`src/hdl/mpr_pkg.sv`:
```
`timescale 1ns / 1ps
// ----------------------------------------------------------------------------
// mpr_pkg: shared types and constants of the MAC PDU reassembler
// Header type bits, fragment control and status codes, buffer capacity and
// the structs passed between the header decoder and the state tracker.
// ----------------------------------------------------------------------------
package mpr_pkg;

  localparam int BUFFER_BYTES         = 2048;
  localparam int GENERIC_HEADER_BYTES = 6;

  // Capacity is limited so that a length always fits 12 bits.
  localparam int CAPACITY_INT = (BUFFER_BYTES > 4095) ? 4095 : BUFFER_BYTES;
  localparam logic [11:0] CAPACITY = CAPACITY_INT[11:0];

  // Header type bit positions
  localparam int TY_GRANT_BIT = 0;
  localparam int TY_PACK_BIT  = 1;
  localparam int TY_FRAG_BIT  = 2;
  localparam int TY_EXT_BIT   = 3;
  localparam int TY_ARQ_BIT   = 4;
  localparam int TY_MESH_BIT  = 5;

  // Fragment control codes
  localparam logic [1:0] FC_NONE   = 2'd0;
  localparam logic [1:0] FC_LAST   = 2'd1;
  localparam logic [1:0] FC_FIRST  = 2'd2;
  localparam logic [1:0] FC_MIDDLE = 2'd3;

  // Reassembly status codes
  localparam logic [1:0] ST_NONE       = 2'd0;
  localparam logic [1:0] ST_INCOMPLETE = 2'd1;
  localparam logic [1:0] ST_COMPLETE   = 2'd2;
  localparam logic [1:0] ST_EXTERNAL   = 2'd3;

  // Opcodes
  localparam logic OP_INSERT = 1'b0;
  localparam logic OP_FETCH  = 1'b1;

  typedef struct packed {
    logic [3:0] offset;
    logic       frag;
    logic       plain;
  } hdr_info_t;

  typedef struct packed {
    logic [3:0]  payload_offset;
    logic        seq_error;
    logic        partial_dropped;
    logic        overflow;
    logic        malformed;
    logic [1:0]  status;
    logic        packet_ready;
    logic [11:0] packet_length;
  } result_t;

endpackage

```
`src/hdl/mac_pdu_reassembler.sv`:
```
`timescale 1ns / 1ps
// ----------------------------------------------------------------------------
// mac_pdu_reassembler: receive-side MAC PDU fragment reassembly control
//
// Input channel (in_valid / in_stall) takes one word per PDU header: an
// insert (opcode 0) with type bits, fragment control, sequence and PDU
// length, or a fetch (opcode 1) of a finished packet. Every word gives
// exactly one result word on the output channel (out_valid / out_stall):
// payload offset, error flags, status and packet length.
// A word accepted from the input channel sits in the input register, and its
// result is loaded into the output register when the output is free.
// Throughput is one word per cycle while out_stall is low; the decode and
// state update is one short combinational pass between the two registers,
// and the state registers update as the word moves into the output register.
// While out_stall is high the result is held; the input register then
// fills and in_stall rises, so at most two words are in flight.
// Reset (rst, synchronous) empties both registers and clears the state to
// no data, length zero, last sequence zero.
// ----------------------------------------------------------------------------
module mac_pdu_reassembler
  import mpr_pkg::*;
(
  input  logic        clk,
  input  logic        rst,
  input  logic        in_valid,
  output logic        in_stall,
  input  logic        opcode,
  input  logic [5:0]  type_bits,
  input  logic [1:0]  frag_control,
  input  logic [2:0]  frag_seq,
  input  logic [10:0] pdu_length,
  output logic        out_valid,
  input  logic        out_stall,
  output logic [3:0]  payload_offset,
  output logic        seq_error,
  output logic        partial_dropped,
  output logic        overflow,
  output logic        malformed,
  output logic [1:0]  status,
  output logic        packet_ready,
  output logic [11:0] packet_length
);

  logic        s1_valid;
  logic        s1_opcode;
  logic [5:0]  s1_type_bits;
  logic [1:0]  s1_frag_control;
  logic [2:0]  s1_frag_seq;
  logic [10:0] s1_pdu_length;
  logic        out_free;
  logic        advance;
  logic        in_accept;
  hdr_info_t   info;
  result_t     result;
  result_t     out_word;

  assign out_free  = !out_valid || !out_stall;
  assign advance   = s1_valid && out_free;
  assign in_stall  = s1_valid && !out_free;
  assign in_accept = in_valid && !in_stall;

  mpr_hdr_decode u_decode (
    .type_bits (s1_type_bits),
    .info      (info)
  );

  mpr_reasm_state u_state (
    .clk          (clk),
    .rst          (rst),
    .advance      (advance),
    .opcode       (s1_opcode),
    .info         (info),
    .frag_control (s1_frag_control),
    .frag_seq     (s1_frag_seq),
    .pdu_length   (s1_pdu_length),
    .result       (result)
  );

  always_ff @(posedge clk) begin
    if (rst) begin
      s1_valid  <= 1'b0;
      out_valid <= 1'b0;
    end else begin
      if (in_accept) begin
        s1_valid <= 1'b1;
      end else if (out_free) begin
        s1_valid <= 1'b0;
      end
      if (out_free) begin
        out_valid <= s1_valid;
      end
    end
  end

  always_ff @(posedge clk) begin
    if (in_accept) begin
      s1_opcode       <= opcode;
      s1_type_bits    <= type_bits;
      s1_frag_control <= frag_control;
      s1_frag_seq     <= frag_seq;
      s1_pdu_length   <= pdu_length;
    end
    if (advance) begin
      out_word <= result;
    end
  end

  assign payload_offset  = out_word.payload_offset;
  assign seq_error       = out_word.seq_error;
  assign partial_dropped = out_word.partial_dropped;
  assign overflow        = out_word.overflow;
  assign malformed       = out_word.malformed;
  assign status          = out_word.status;
  assign packet_ready    = out_word.packet_ready;
  assign packet_length   = out_word.packet_length;

endmodule

```
`src/hdl/mpr_hdr_decode.sv`:
```
`timescale 1ns / 1ps
// ----------------------------------------------------------------------------
// mpr_hdr_decode: subheader decode
// Works out the payload offset from the header type bits and flags
// fragmented and plain (non-ARQ, non-extended) fragment PDUs.
// ----------------------------------------------------------------------------
module mpr_hdr_decode
  import mpr_pkg::*;
(
  input  logic [5:0] type_bits,
  output hdr_info_t  info
);

  logic       arq_ext;
  logic [3:0] mesh_bytes;
  logic [3:0] grant_bytes;
  logic [3:0] frag_bytes;
  logic [3:0] pack_bytes;

  always_comb begin
    arq_ext     = type_bits[TY_ARQ_BIT] | type_bits[TY_EXT_BIT];
    mesh_bytes  = type_bits[TY_MESH_BIT]  ? 4'd2 : 4'd0;
    grant_bytes = type_bits[TY_GRANT_BIT] ? 4'd2 : 4'd0;
    frag_bytes  = !type_bits[TY_FRAG_BIT] ? 4'd0 : (arq_ext ? 4'd2 : 4'd1);
    pack_bytes  = !type_bits[TY_PACK_BIT] ? 4'd0 : (arq_ext ? 4'd3 : 4'd2);
    info.offset = 4'(GENERIC_HEADER_BYTES) + mesh_bytes + grant_bytes
                  + frag_bytes + pack_bytes;
    info.frag   = type_bits[TY_FRAG_BIT];
    info.plain  = type_bits[TY_FRAG_BIT] & !arq_ext;
  end

endmodule

```
`src/hdl/mpr_reasm_state.sv`:
```
`timescale 1ns / 1ps
// ----------------------------------------------------------------------------
// mpr_reasm_state: reassembly state tracker
// Holds last sequence number, assembled length and status; builds the
// result word of each item and updates the state when the item advances.
// ----------------------------------------------------------------------------
module mpr_reasm_state
  import mpr_pkg::*;
(
  input  logic        clk,
  input  logic        rst,
  input  logic        advance,
  input  logic        opcode,
  input  hdr_info_t   info,
  input  logic [1:0]  frag_control,
  input  logic [2:0]  frag_seq,
  input  logic [10:0] pdu_length,
  output result_t     result
);

  logic [2:0]  last_seq;
  logic [2:0]  last_seq_next;
  logic [11:0] assembled_length;
  logic [11:0] assembled_length_next;
  logic [1:0]  reassembly_status;
  logic [1:0]  reassembly_status_next;

  logic        bad;
  logic [10:0] payload;
  logic        serr;
  logic [1:0]  st_a;
  logic [11:0] len_a;
  logic        pdrop;
  logic        ovf;
  logic        ready;
  logic [12:0] total;
  logic        payload_big;

  always_comb begin
    last_seq_next          = last_seq;
    assembled_length_next  = assembled_length;
    reassembly_status_next = reassembly_status;
    bad         = 1'b0;
    payload     = pdu_length - 11'(info.offset);
    serr        = 1'b0;
    st_a        = reassembly_status;
    len_a       = assembled_length;
    pdrop       = 1'b0;
    ovf         = 1'b0;
    ready       = 1'b0;
    total       = 13'(assembled_length) + 13'(payload);
    payload_big = 12'(payload) > CAPACITY;

    if (opcode == OP_FETCH) begin
      if (reassembly_status == ST_COMPLETE || reassembly_status == ST_EXTERNAL) begin
        ready                  = 1'b1;
        reassembly_status_next = ST_NONE;
        assembled_length_next  = '0;
      end
    end else if (pdu_length < 11'(info.offset)) begin
      bad = 1'b1;
    end else begin
      // Sequence check on plain fragments; a miss drops held data
      if (info.plain) begin
        last_seq_next = frag_seq;
        if (frag_seq != last_seq + 3'd1) begin
          serr  = 1'b1;
          pdrop = (reassembly_status != ST_NONE);
          st_a  = ST_NONE;
          len_a = '0;
        end
      end
      reassembly_status_next = st_a;
      assembled_length_next  = len_a;
      if (!info.frag) begin
        pdrop                  = pdrop | (st_a != ST_NONE);
        reassembly_status_next = ST_EXTERNAL;
        assembled_length_next  = 12'(payload);
      end else if (frag_control == FC_NONE || frag_control == FC_FIRST) begin
        pdrop = pdrop | (st_a != ST_NONE);
        if (payload_big) begin
          ovf                    = 1'b1;
          reassembly_status_next = ST_NONE;
          assembled_length_next  = '0;
        end else begin
          reassembly_status_next = (frag_control == FC_NONE) ? ST_COMPLETE : ST_INCOMPLETE;
          assembled_length_next  = 12'(payload);
        end
      end else if (st_a == ST_INCOMPLETE) begin
        if (total > 13'(CAPACITY)) begin
          ovf                    = 1'b1;
          pdrop                  = 1'b1;
          reassembly_status_next = ST_NONE;
          assembled_length_next  = '0;
        end else begin
          assembled_length_next  = total[11:0];
          reassembly_status_next = (frag_control == FC_LAST) ? ST_COMPLETE : ST_INCOMPLETE;
        end
      end
    end

    result.payload_offset  = (opcode == OP_FETCH) ? 4'd0 : info.offset;
    result.seq_error       = serr;
    result.partial_dropped = pdrop;
    result.overflow        = ovf;
    result.malformed       = bad;
    result.packet_ready    = ready;
    if (opcode == OP_FETCH) begin
      result.status        = reassembly_status;
      result.packet_length = assembled_length;
    end else begin
      result.status        = reassembly_status_next;
      result.packet_length = assembled_length_next;
    end
  end

  always_ff @(posedge clk) begin
    if (rst) begin
      last_seq          <= '0;
      assembled_length  <= '0;
      reassembly_status <= ST_NONE;
    end else if (advance) begin
      last_seq          <= last_seq_next;
      assembled_length  <= assembled_length_next;
      reassembly_status <= reassembly_status_next;
    end
  end

  // No data always means zero length
  a_none_zero: assert property (@(posedge clk) disable iff (rst)
    reassembly_status == ST_NONE |-> assembled_length == 12'd0)
    else $error("status none with nonzero length");

  // Fragment buffers never pass the capacity
  a_cap: assert property (@(posedge clk) disable iff (rst)
    reassembly_status != ST_EXTERNAL |-> assembled_length <= CAPACITY)
    else $error("assembled length past capacity");

  // A handed-out packet leaves the buffer empty
  a_fetch_clears: assert property (@(posedge clk) disable iff (rst)
    advance && result.packet_ready |=> reassembly_status == ST_NONE)
    else $error("fetch did not clear buffer");

  // A malformed PDU touches no state
  a_bad_stable: assert property (@(posedge clk) disable iff (rst)
    advance && result.malformed |=>
      $stable(reassembly_status) && $stable(assembled_length) && $stable(last_seq))
    else $error("malformed item changed state");

  // Overflow always ends with an empty buffer
  a_ovf_empty: assert property (@(posedge clk) disable iff (rst)
    advance && result.overflow |=> reassembly_status == ST_NONE)
    else $error("overflow left data held");

endmodule
```
`config.mk`:
```
export PLATFORM = sky130hd
export DESIGN_NAME = mac_pdu_reassembler
export DESIGN_NICKNAME = d
export VERILOG_FILES = /design/src/hdl/mpr_pkg.sv /design/src/hdl/mac_pdu_reassembler.sv /design/src/hdl/mpr_hdr_decode.sv /design/src/hdl/mpr_reasm_state.sv
export SDC_FILE = /design/constraint.sdc
export NUM_CORES = 1
export LEC_CHECK = 0
export ABC_AREA = 1
export CORE_AREA = 2 2 94 96
export DETAILED_ROUTE_END_ITERATION = 16
export DIE_AREA = 0 0 96 98
export DONT_BUFFER_PORTS = 1
export GPL_TIMING_DRIVEN = 1
export PLACE_DENSITY_LB_ADDON = 0.3
export SLEW_MARGIN = 20
export SYNTH_ARGS = -nofsm -noshare
export SYNTH_HDL_FRONTEND = slang
export SYNTH_SLANG_ARGS = --single-unit
```
`constraint.sdc`:
```
create_clock -name clk -period 7.5 [get_ports clk]
set_input_delay 0.75 -clock clk [delete_from_list [all_inputs] [get_ports clk]]
set_output_delay 0.75 -clock clk [all_outputs]
set_load 0.005 [all_outputs]
```
# [Yosys cells after proc, flatten, opt, wreduce, memory -nomap -nowiden]
# Cells that the tools add are included.
[word_totals] ff_bits=65 input_bits=27
[classes] reduce_logical=19 add_sub_neg=7 n_bitwise=7 mux=49 magnitude_cmp=3 n_eq_ne=6
[ops] operator="$mux 12" n=10
[ops] operator="$mux 2" n=18
[ops] operator="$mux 1" n=18
[ops] operator="$add 12x11->13" n=1
[ops] operator="$gt 13x12->1 const B" n=1
[ops] operator="$add 4x4->4" n=3
[ops] operator="$gt 11x12->1 const B" n=1
[ops] operator="$lt 11x4->1" n=1
[ops] operator="$mux 11" n=1
[ops] operator="$sub 11x4->11" n=1
[ops] operator="$mux 4" n=2
[ops] operator="$eq 2x2->1 const B" n=3
[ops] operator="$reduce_bool 2->1" n=3
[ops] operator="$reduce_or 3->1" n=2
[ops] operator="$logic_not 1->1" n=5
[ops] operator="$add 3x4->4 const A" n=1
[ops] operator="$eq 2x1->1 const B" n=2
[ops] operator="$not 1->1" n=4
[ops] operator="$reduce_and 4->1" n=1
[ops] operator="$add 3x1->3 const B" n=1
[ops] operator="$logic_and 1x1->1" n=3
[ops] operator="$logic_or 1x1->1" n=3
[ops] operator="$ne 3x3->1" n=1
[ops] operator="$logic_not 2->1" n=1
[ops] operator="3 further kinds" n=4

# [Depth between registers and ports, before layout]
# Gate-level depths: netlist of the first run.
[depth] word_depth=15 mapped_depth=37 ltp_nobuf=37

# [Hierarchy]
# A second synthesis of the first run with hierarchy kept.
[hier_totals] hier_cells=551 hier_area_um2=4285.4
[modules_own_cells] module="mpr_reasm_state" n_inst=1 seq_area_each_um2=340.3 area_per_inst_um2=2593.7 cells_per_inst=458
[modules_own_cells] module="mac_pdu_reassembler" n_inst=1 seq_area_each_um2=1421.4 area_per_inst_um2=1472.7 cells_per_inst=58
[modules_own_cells] module="mpr_hdr_decode" n_inst=1 seq_area_each_um2=0.0 area_per_inst_um2=219.0 cells_per_inst=35

# [Least setup slack after synthesis of the first run]
# OpenSTA, ideal clock, no wires.
[synth_timing] path_type="flip-flop to flip-flop" start="reg s1_type_bits[0]" end="reg out_word, in the netlist status[0], data pin" setup_slack_ns=3.003 synth_period_minus_slack_ns=4.497 setup_time_ns=0.253 path_stages_with_launch=35 arrival_time_ns=4.244 path_cell_list="edfxtp_1 inv_1 ha_1 inv_1 fa_1 fa_1 xnor2_1 ha_1 inv_1 nor2_1 nand2_1 and2_0 inv_1 nand3_1 nand3_1 nor2_1 nand2_1 nand2_1 ha_1 nand2_1 inv_1 a21oi_1 nand3_1 nand2_1 nand2_1 nand2_1 nor2_1 nand2_1 nand2_2 nand2_1 nand2_1 nand2_1 nand2_1 nand2_1 nand2_1"
[synth_lines] item="start, declared" line_no="mac_pdu_reassembler.sv:46" source="logic [5:0] s1_type_bits;"
[synth_lines] item="start signal, assigned" line_no="mac_pdu_reassembler.sv:98" source="s1_type_bits <= type_bits;"
[synth_lines] item="end signal, assigned" line_no="mac_pdu_reassembler.sv:104" source="out_word <= result;"
[synth_lines] item="end, declared" line_no="mac_pdu_reassembler.sv:55" source="result_t out_word;"

==> flow_summary.toml, run 1 <==
[cells_and_area]
area_growth_pct = 4.725
diodes = 0
drive_gt1_share_pct = 9.916
layout.nets = 639

[critical_path]
required_ps = 7580
worstSetupPathType = "register to register"
end_kind = "register"
critPathMaxStageDelay_ps = 540
worstPathArrival_ps = 5240
r2r_start = "s1_type_bits[0]"
cp_top_family = "simple AND/OR/NAND/NOR gates"
r2r_cells = 31
worst_path_most_repeated_cell = "nand2_1"
crit_path_start_kind = "register"
critPathSlowestCell = "fa_1"
cp_max_fo = 10
crit_path_start = "s1_type_bits[0]"
cp.depth = 31
cp_num_buf_inv = 4

[sta]
slew_headroom_pct = 39.65
period_share_pct = 68.73
period_needed_ps = 5155
holdWs_ps = 454.6
tns_ps = 0
rsz0062_at_grt = "false"
hold_viol_final = 0
fin_skew_ps = 10.52
fmax_mhz = 194.0
worst_slew_pin_slew_ps = 905.2
slew_viol_final = 0
finalSetupViolations = 0

[clock_network]
numCtsBuffers = 9
postCtsHoldBufs = 0
cts_setup_buffers = 0
cts_buffer_depth = 2
cts_root_buf = "clkbuf_8"
post_cts_resize_count = 0
htreeDepth = 3
clock_sinks = 65
clock_latency_ps = 350
clkTransAtPathRegs_ps = 80
tritoncts = "done"

[grt]
grt_pass1_wl_um = 16670
grt_max_degree = 32
grtUsageTotal_pct = 22.87
antenna_found_initial = 0
gr-total-overflow = 0
grt_pass1_vias = 3647

[logic_synthesis]
syn_area_per_cell_um2 = 7.649
synthDistinctLibCells = 38
synth_seq_area_share_pct = 38.91
ys_ff_latch = 65
ys_warn_count = 0
syn_area_um2 = 4528
syn_nets = 641
yosys-top-cells-area = "edfxtp_1 31%, nand2_1 13%, inv_1 8.5%, dfxtp_1 8.4%, nand3_1 5.5%"
synthCells = 592
synth.top_cell.area_share_pct = 30.51
synth_top_cell_by_area = "edfxtp_1"

[route]
dr.pass1.iters = 5
drtIter0Drc = 261
vias_per_cell = 5.459
ant_nets = 0
totalWireLength_um = 10170
vias = 3838
drc = 0
wire_per_inst_um = 14.46

[floorplanning]
dieArea_um2 = 9408
rows = 34
die_h_um = 98
die_x_um = 96
start_util_pct = 53.49
io_pins = 52
core_um2 = 8466

[placed_design]
port_buffers = 0
gp_congestion = 0.9558
dp_hpwl_um = 7489

[flow_run]
drv_cap = 0

[power]
p_per_area_nw_per_um2 = 221.3
leakage_nw = 2.256
ir_drop_v = 0.0001919

[worst_hold_path]
hold-path-cell-count = 1
hold_class = "input pin to register"
worstHoldStart = "rst"

[run_status]
status = "complete, no violations"
## cell families after synthesis
logic type	synth area share (%)
AO/OA/AOI/OAI	8.649
XOR/XNOR	1.741
adder cells (fa/ha/maj)	6.742
buffers and inverters	11.85
flip-flops	38.91
other	0.08282
AND/OR/NAND/NOR	32.03
## stage by stage
step / cell area, µm² / instances / total power [mW] / util, % / setup slack (ps)
4_1_cts: 4742 / 703 / 1.051 / 56.02 / 2372
6_report: 4742 / 703 / 1.050 / 56.02 / 2345
3_3_place_gp: 4541 / 687 / 0.7397 / 53.64 / 2554
5_1_grt: 4742 / 703 / 1.116 / 56.02 / 1890
3_5_place_dp: 4541 / 687 / 0.7485 / 53.64 / 2387
2_1_floorplan: 4528 / 592 / 0.6823 / - / 3003
## power by group
group          total (mW)  internal, mW  switching [mW]
combinational       0.314         0.106           0.208
clock               0.303         0.156           0.147
sequential          0.433         0.412          0.0210
total                1.05         0.674           0.376
## synthesized netlist by cell type
cell / instances
a21boi_1: 1
a21oi_1: 29
a31oi_1: 13
and2_0: 1
buf_4: 2
buf_6: 4
buf_8: 1
clkbuf_1: 3
clkbuf_4: 1
clkbuf_8: 2
clkinv_1: 2
conb_1: 1
dfxtp_1: 19
dlygate4sd1_1: 1
edfxtp_1: 46
fa_1: 4
ha_1: 18
inv_1: 103
inv_4: 2
nand2_1: 155
nand2_2: 15
nand2_4: 1
nand3_1: 50
nand3_2: 17
nand3b_1: 3
nand4_1: 12
nand4_2: 1
nor2_1: 45
nor2_2: 3
nor2_4: 2
nor3_1: 2
o211ai_1: 15
o21ai_0: 5
o21bai_1: 1
o22ai_1: 2
or2_2: 1
xnor2_1: 5
xor2_1: 4
## final timing paths
check,to,slack (ps)
worst min register to register,u_state.last_seq[1],470
worst max register to register,packet_length[4],2350
worst min-delay path,s1_valid,450
worst max-delay path,packet_length[4],2350
## per-layer routing
layer / wire length (µm) / track usage [%]
met4: 303 / 10.44
met3: 661 / 6.096
met1: 4242 / 28.51
met2: 4958 / 36.65
met5: 0 / 0
## worst register-to-register path, delay by kind of cell (launching register included)
kind | cells | cell delay [ps]
buffers and inverters | 4 | 240
DFF | 1 | 330
and+or+nand+nor | 20 | 2080
AOI/OAI and AO/OA | 1 | 100
xor gates and xnor gates | 1 | 160
adders and majority gates | 5 | 1990
## sequential cells by signal (all words and copies together) (netlist names), 2 cells and up
signal / cells
u_state.last_seq: 3
s1_type_bits: 6
u_state.reassembly_status: 2
s1_pdu_length: 11
packet_length: 12
u_state.assembled_length: 12
s1_frag_control: 2
s1_frag_seq: 3
status: 2
payload_offset: 4
## cell usage in the layout (no fill, tap or decap), drive strengths merged
cell type  count
clkinvlp       1
a21boi         1
nand4         13
buf            1
clkbuf         9
a31oi         13
clkinv         5
nor2          50
a21oi         29
o21ai          5
o211ai        15
o22ai          2
inv          107
nand3b         3
dfxtp         19
ha            18
o21bai         1
edfxtp        46
xnor2          5
conb           1
bufinv         1
fa             4
and2           1
or2            1
xor2           4
nand2        171
nand3         67
nor3           2
## cell type report
| type | count | area [µm²] |
|---|---|---|
| fill | 736 | 3724 |
| multi-input combinational | 406 | 2230 |
| timing repair buffer | 1 | 7.507 |
| clock buffer | 9 | 123.9 |
| clock inverter | 7 | 77.57 |
| tap | 108 | 135.1 |
| sequential | 65 | 1762 |
| inverter | 107 | 406.6 |
Note: power is estimated with default switching activity, not from simulation.
==> run 2, diff against run 1 <==
--- a/config.mk
+++ b/config.mk
@@ -5,10 +5,10 @@
 export SDC_FILE = /design/constraint.sdc
 export NUM_CORES = 1
 export LEC_CHECK = 0
-export ABC_AREA = 1
-export CORE_AREA = 2 2 94 96
+export ABC_AREA = 0
+export CORE_AREA = 2 2 89 91
 export DETAILED_ROUTE_END_ITERATION = 16
-export DIE_AREA = 0 0 96 98
+export DIE_AREA = 0 0 91 93
 export DONT_BUFFER_PORTS = 1
 export GPL_TIMING_DRIVEN = 1
 export PLACE_DENSITY_LB_ADDON = 0.3
==> constraint.sdc (replaced) <==
create_clock -name clk -period 4.3 [get_ports clk]
set_input_delay 0.43 -clock clk [delete_from_list [all_inputs] [get_ports clk]]
set_output_delay 0.43 -clock clk [all_outputs]
set_load 0.005 [all_outputs]
==> run 2 against run 1 <==
  * Register-to-register slack got worse by 3700 ps
  * Maximum frequency fell by 8.2%
  * Largest cell class unchanged
  * Total power grew 110%
  * Combinational power rose to 2.8 times the previous value
  * Critical path type unchanged
  * Global-route usage is 5.8 points higher
  * First-iteration DRC count up 41%
  * The flow now finishes with violations (setup timing)
  * Critical path depth shrank 9
==> flow_summary.toml, run 2 <==
[cells_and_area]
fillers = 461
diodes = 0
area_growth_pct = 42.22
layout.nets = 561
layout_common_cells = "86 x buf_4, 53 x nand2_1, 46 x edfxtp_1"
final_common_cell = "buf_4"
drive_gt1_share_pct = 41.39

[logic_synthesis]
synthTopCellsByCount = "55 x nand2_1, 46 x edfxtp_1, 38 x o21ai_0"
synth_top_cell_by_area = "edfxtp_1"
syn_nets = 460
yosys-top-cells-area = "edfxtp_1 34%, dfxtp_1 9.4%, ha_1 5.5%, nand2_1 5.1%, o21ai_0 4.7%"
synthArstFlopShare_pct = 0
ys_ff_latch = 65
synthCells = 411
synth.top_cell.area_share_pct = 33.97
syn_area_um2 = 4066
yosys.cell_count.top_type = "nand2_1"
synthFlopType = "edfxtp_1"
synthDistinctLibCells = 66
synth_seq_area_share_pct = 43.32
syn_area_per_cell_um2 = 9.894
ys_warn_count = 0
synth_edf_count = 46

[critical_path]
critPathMaxStageDelay_ps = 550
cp_max_fo = 6
critPathSlowestCell = "fa_1"
end_kind = "register"
crit_path_start = "s1_type_bits[0]"
crit_path_start_kind = "register"
crit_end = "partial_dropped"
r2r-end = "partial_dropped"
worstPathArrival_ps = 5730
r2r_start = "s1_type_bits[0]"
required_ps = 4410
regToRegSetupSlack_ps = -1320
r2r_cells = 22
worstSetupPathType = "register to register"
path_cells = "inv_2 > ha_4 > inv_2 > fa_2 > fa_1 > buf_4 > fa_2 > inv_2 > a21oi_2 > maj3_2 > xor2_2 > ha_4 > buf_6 > o211ai_1 > o21a_1 > xnor2_2 > or4_4 > buf_6 > o41ai_4 > buf_6 > a21oi_2 > o221a_2"

[placed_design]
port_buffers = 0
dp_hpwl_um = 7583
gp_congestion = 0.8880
dpl_worst_slack_ps = -1401

[route]
vias_per_cell = 6.233
drc = 0
totalWireLength_um = 12890
ant_nets = 0
drtIter0Drc = 368
wire_per_inst_um = 20.82
dr.pass1.iters = 7
vias = 3858

[sta]
slew_headroom_pct = 29.42
worst_slew_pin_slew_ps = 1058
period_needed_ps = 5615
holdWs_ps = 138.2
finalSetupViolations = 30
hold_viol_final = 0
fmax_mhz = 178.1
period_share_pct = 130.6
fin_ws_ps = -1315
slew_viol_final = 0
rsz0062_at_grt = "true"
fin_skew_ps = 13.55

[grt]
grt_pass1_vias = 3834
grt_max_degree = 24
antenna_found_initial = 0
gr-total-overflow = 0
grt_pass1_wl_um = 18750
grtUsageTotal_pct = 28.71

[floorplanning]
rows = 32
core_um2 = 7527
die_x_um = 91
start_util_pct = 54.02
die_h_um = 93
io_pins = 52
dieArea_um2 = 8463

[power]
power_frac_seq_pct = 34.3
intPower_mw = 1.426
leakage_nw = 2.261
switching_share_pct = 34.12
p_per_area_nw_per_um2 = 374.4
power.switching_uw = 738.8
ir_drop_v = 0.0002531
clock_power_share_pct = 25.2
p_comb_share_pct = 40.5

[flow_run]
drv_cap = 0

[clock_network]
numCtsBuffers = 9
clock_latency_ps = 360
htreeDepth = 3
tritoncts = "done"
clkTransAtPathRegs_ps = 80
clock_sinks = 65
cts_root_buf = "clkbuf_8"
cts_buffer_depth = 2

[worst_hold_path]
hold_class = "input pin to register"

[run_status]
failed_checks = "setup timing"
status = "complete, but fails checks"
[run 2: cell types whose count changed in the layout (fill, tap and decap cells not counted), moves of 16 or more]
cell / delta
nor2_1: -24
buf_4: +85
buf_6: +16
inv_1: -89
nand3_1: -45
nand2_1: -102
a21oi_1: -18
[run 2: cell type report]
cell class	count	area [µm²]	share of cell area [%]
clock buffers	9	123.9	2.142
clock inverters	7	77.57	1.341
inverters	20	75.07	1.298
multi-input cells	313	2776	48.01
flip-flops and latches	65	1762	30.46
well taps	102	127.6	2.207
repair buffers	103	840.8	14.54
[run 2: how the worst min path moves through the flow]
stage	startpoint	to	slack [ps]	depth (start not counted)
final	rst	out_valid	140	1
after global routing	rst	out_valid	130	1
after CTS	rst	out_valid	130	1
after detailed placement	s1_valid	out_valid	470	2
after global placement	s1_valid	out_valid	460	2
after floorplan	s1_valid	out_valid	450	2
[run 2: metrics by stage]
step / instances / area [µm²] / total power [mW] / utilization (%) / setup TNS [ps]
final: 619 / 5783 / 2.165 / 76.83 / -35030
after global routing: 619 / 5783 / 2.244 / 76.83 / -41230
after CTS: 611 / 5383 / 2.013 / 71.51 / -32240
after detailed placement: 574 / 4753 / 1.351 / 63.15 / -35260
after global placement: 574 / 4753 / 1.339 / 63.15 / -31990
after floorplan: 411 / 4138 / 1.103 / - / -23330
[run 2: power by group through the flow]
stage / Sequential (mW) / Clock, mW / Combinational (mW)
after floorplan: 0.743 / 0 / 0.360
after global placement: 0.752 / 0 / 0.587
after detailed placement: 0.753 / 0 / 0.598
after CTS: 0.739 / 0.544 / 0.730
after global routing: 0.746 / 0.566 / 0.932
final: 0.742 / 0.545 / 0.878
[run 2: routing by layer]
layer	routed length, µm	track usage, %	vias up
li1	-	-	1727
met1	4655	32.29	1802
met2	6518	51.85	254
met3	900	4.110	75
met4	814	17.05	0
met5	0	0	-
[run 2: worst max-delay path: cells and delay by family, from the launching register on]
family / cells / cell delay, ps
AND/OR/NAND/NOR: 1 / 550
flip-flops: 1 / 380
adder cells (fa/ha/maj): 6 / 2220
XOR/XNOR: 2 / 340
buffers and inverters: 7 / 810
AO/OA/AOI/OAI: 6 / 1070
[run 2: cell families (layout without fill, tap and decap cells)]
group	Yosys count	count (layout)	synth area share [%]
and+or+nand+nor	143	143	17.60
AOI/OAI and AO/OA	118	118	20.95
DFF	65	65	43.32
buffers and inverters	33	139	3.323
adders and majority gates	23	23	7.754
xor gates and xnor gates	22	22	5.446
muxes	6	6	1.508
other	1	1	0.09222
[run 2: timing repair]
item,CTS,global route
hold buffers,0,0
pin swaps,40,39
resized for setup,71,59
endpoints found under the setup margin,30,32
buffers inserted,24,9
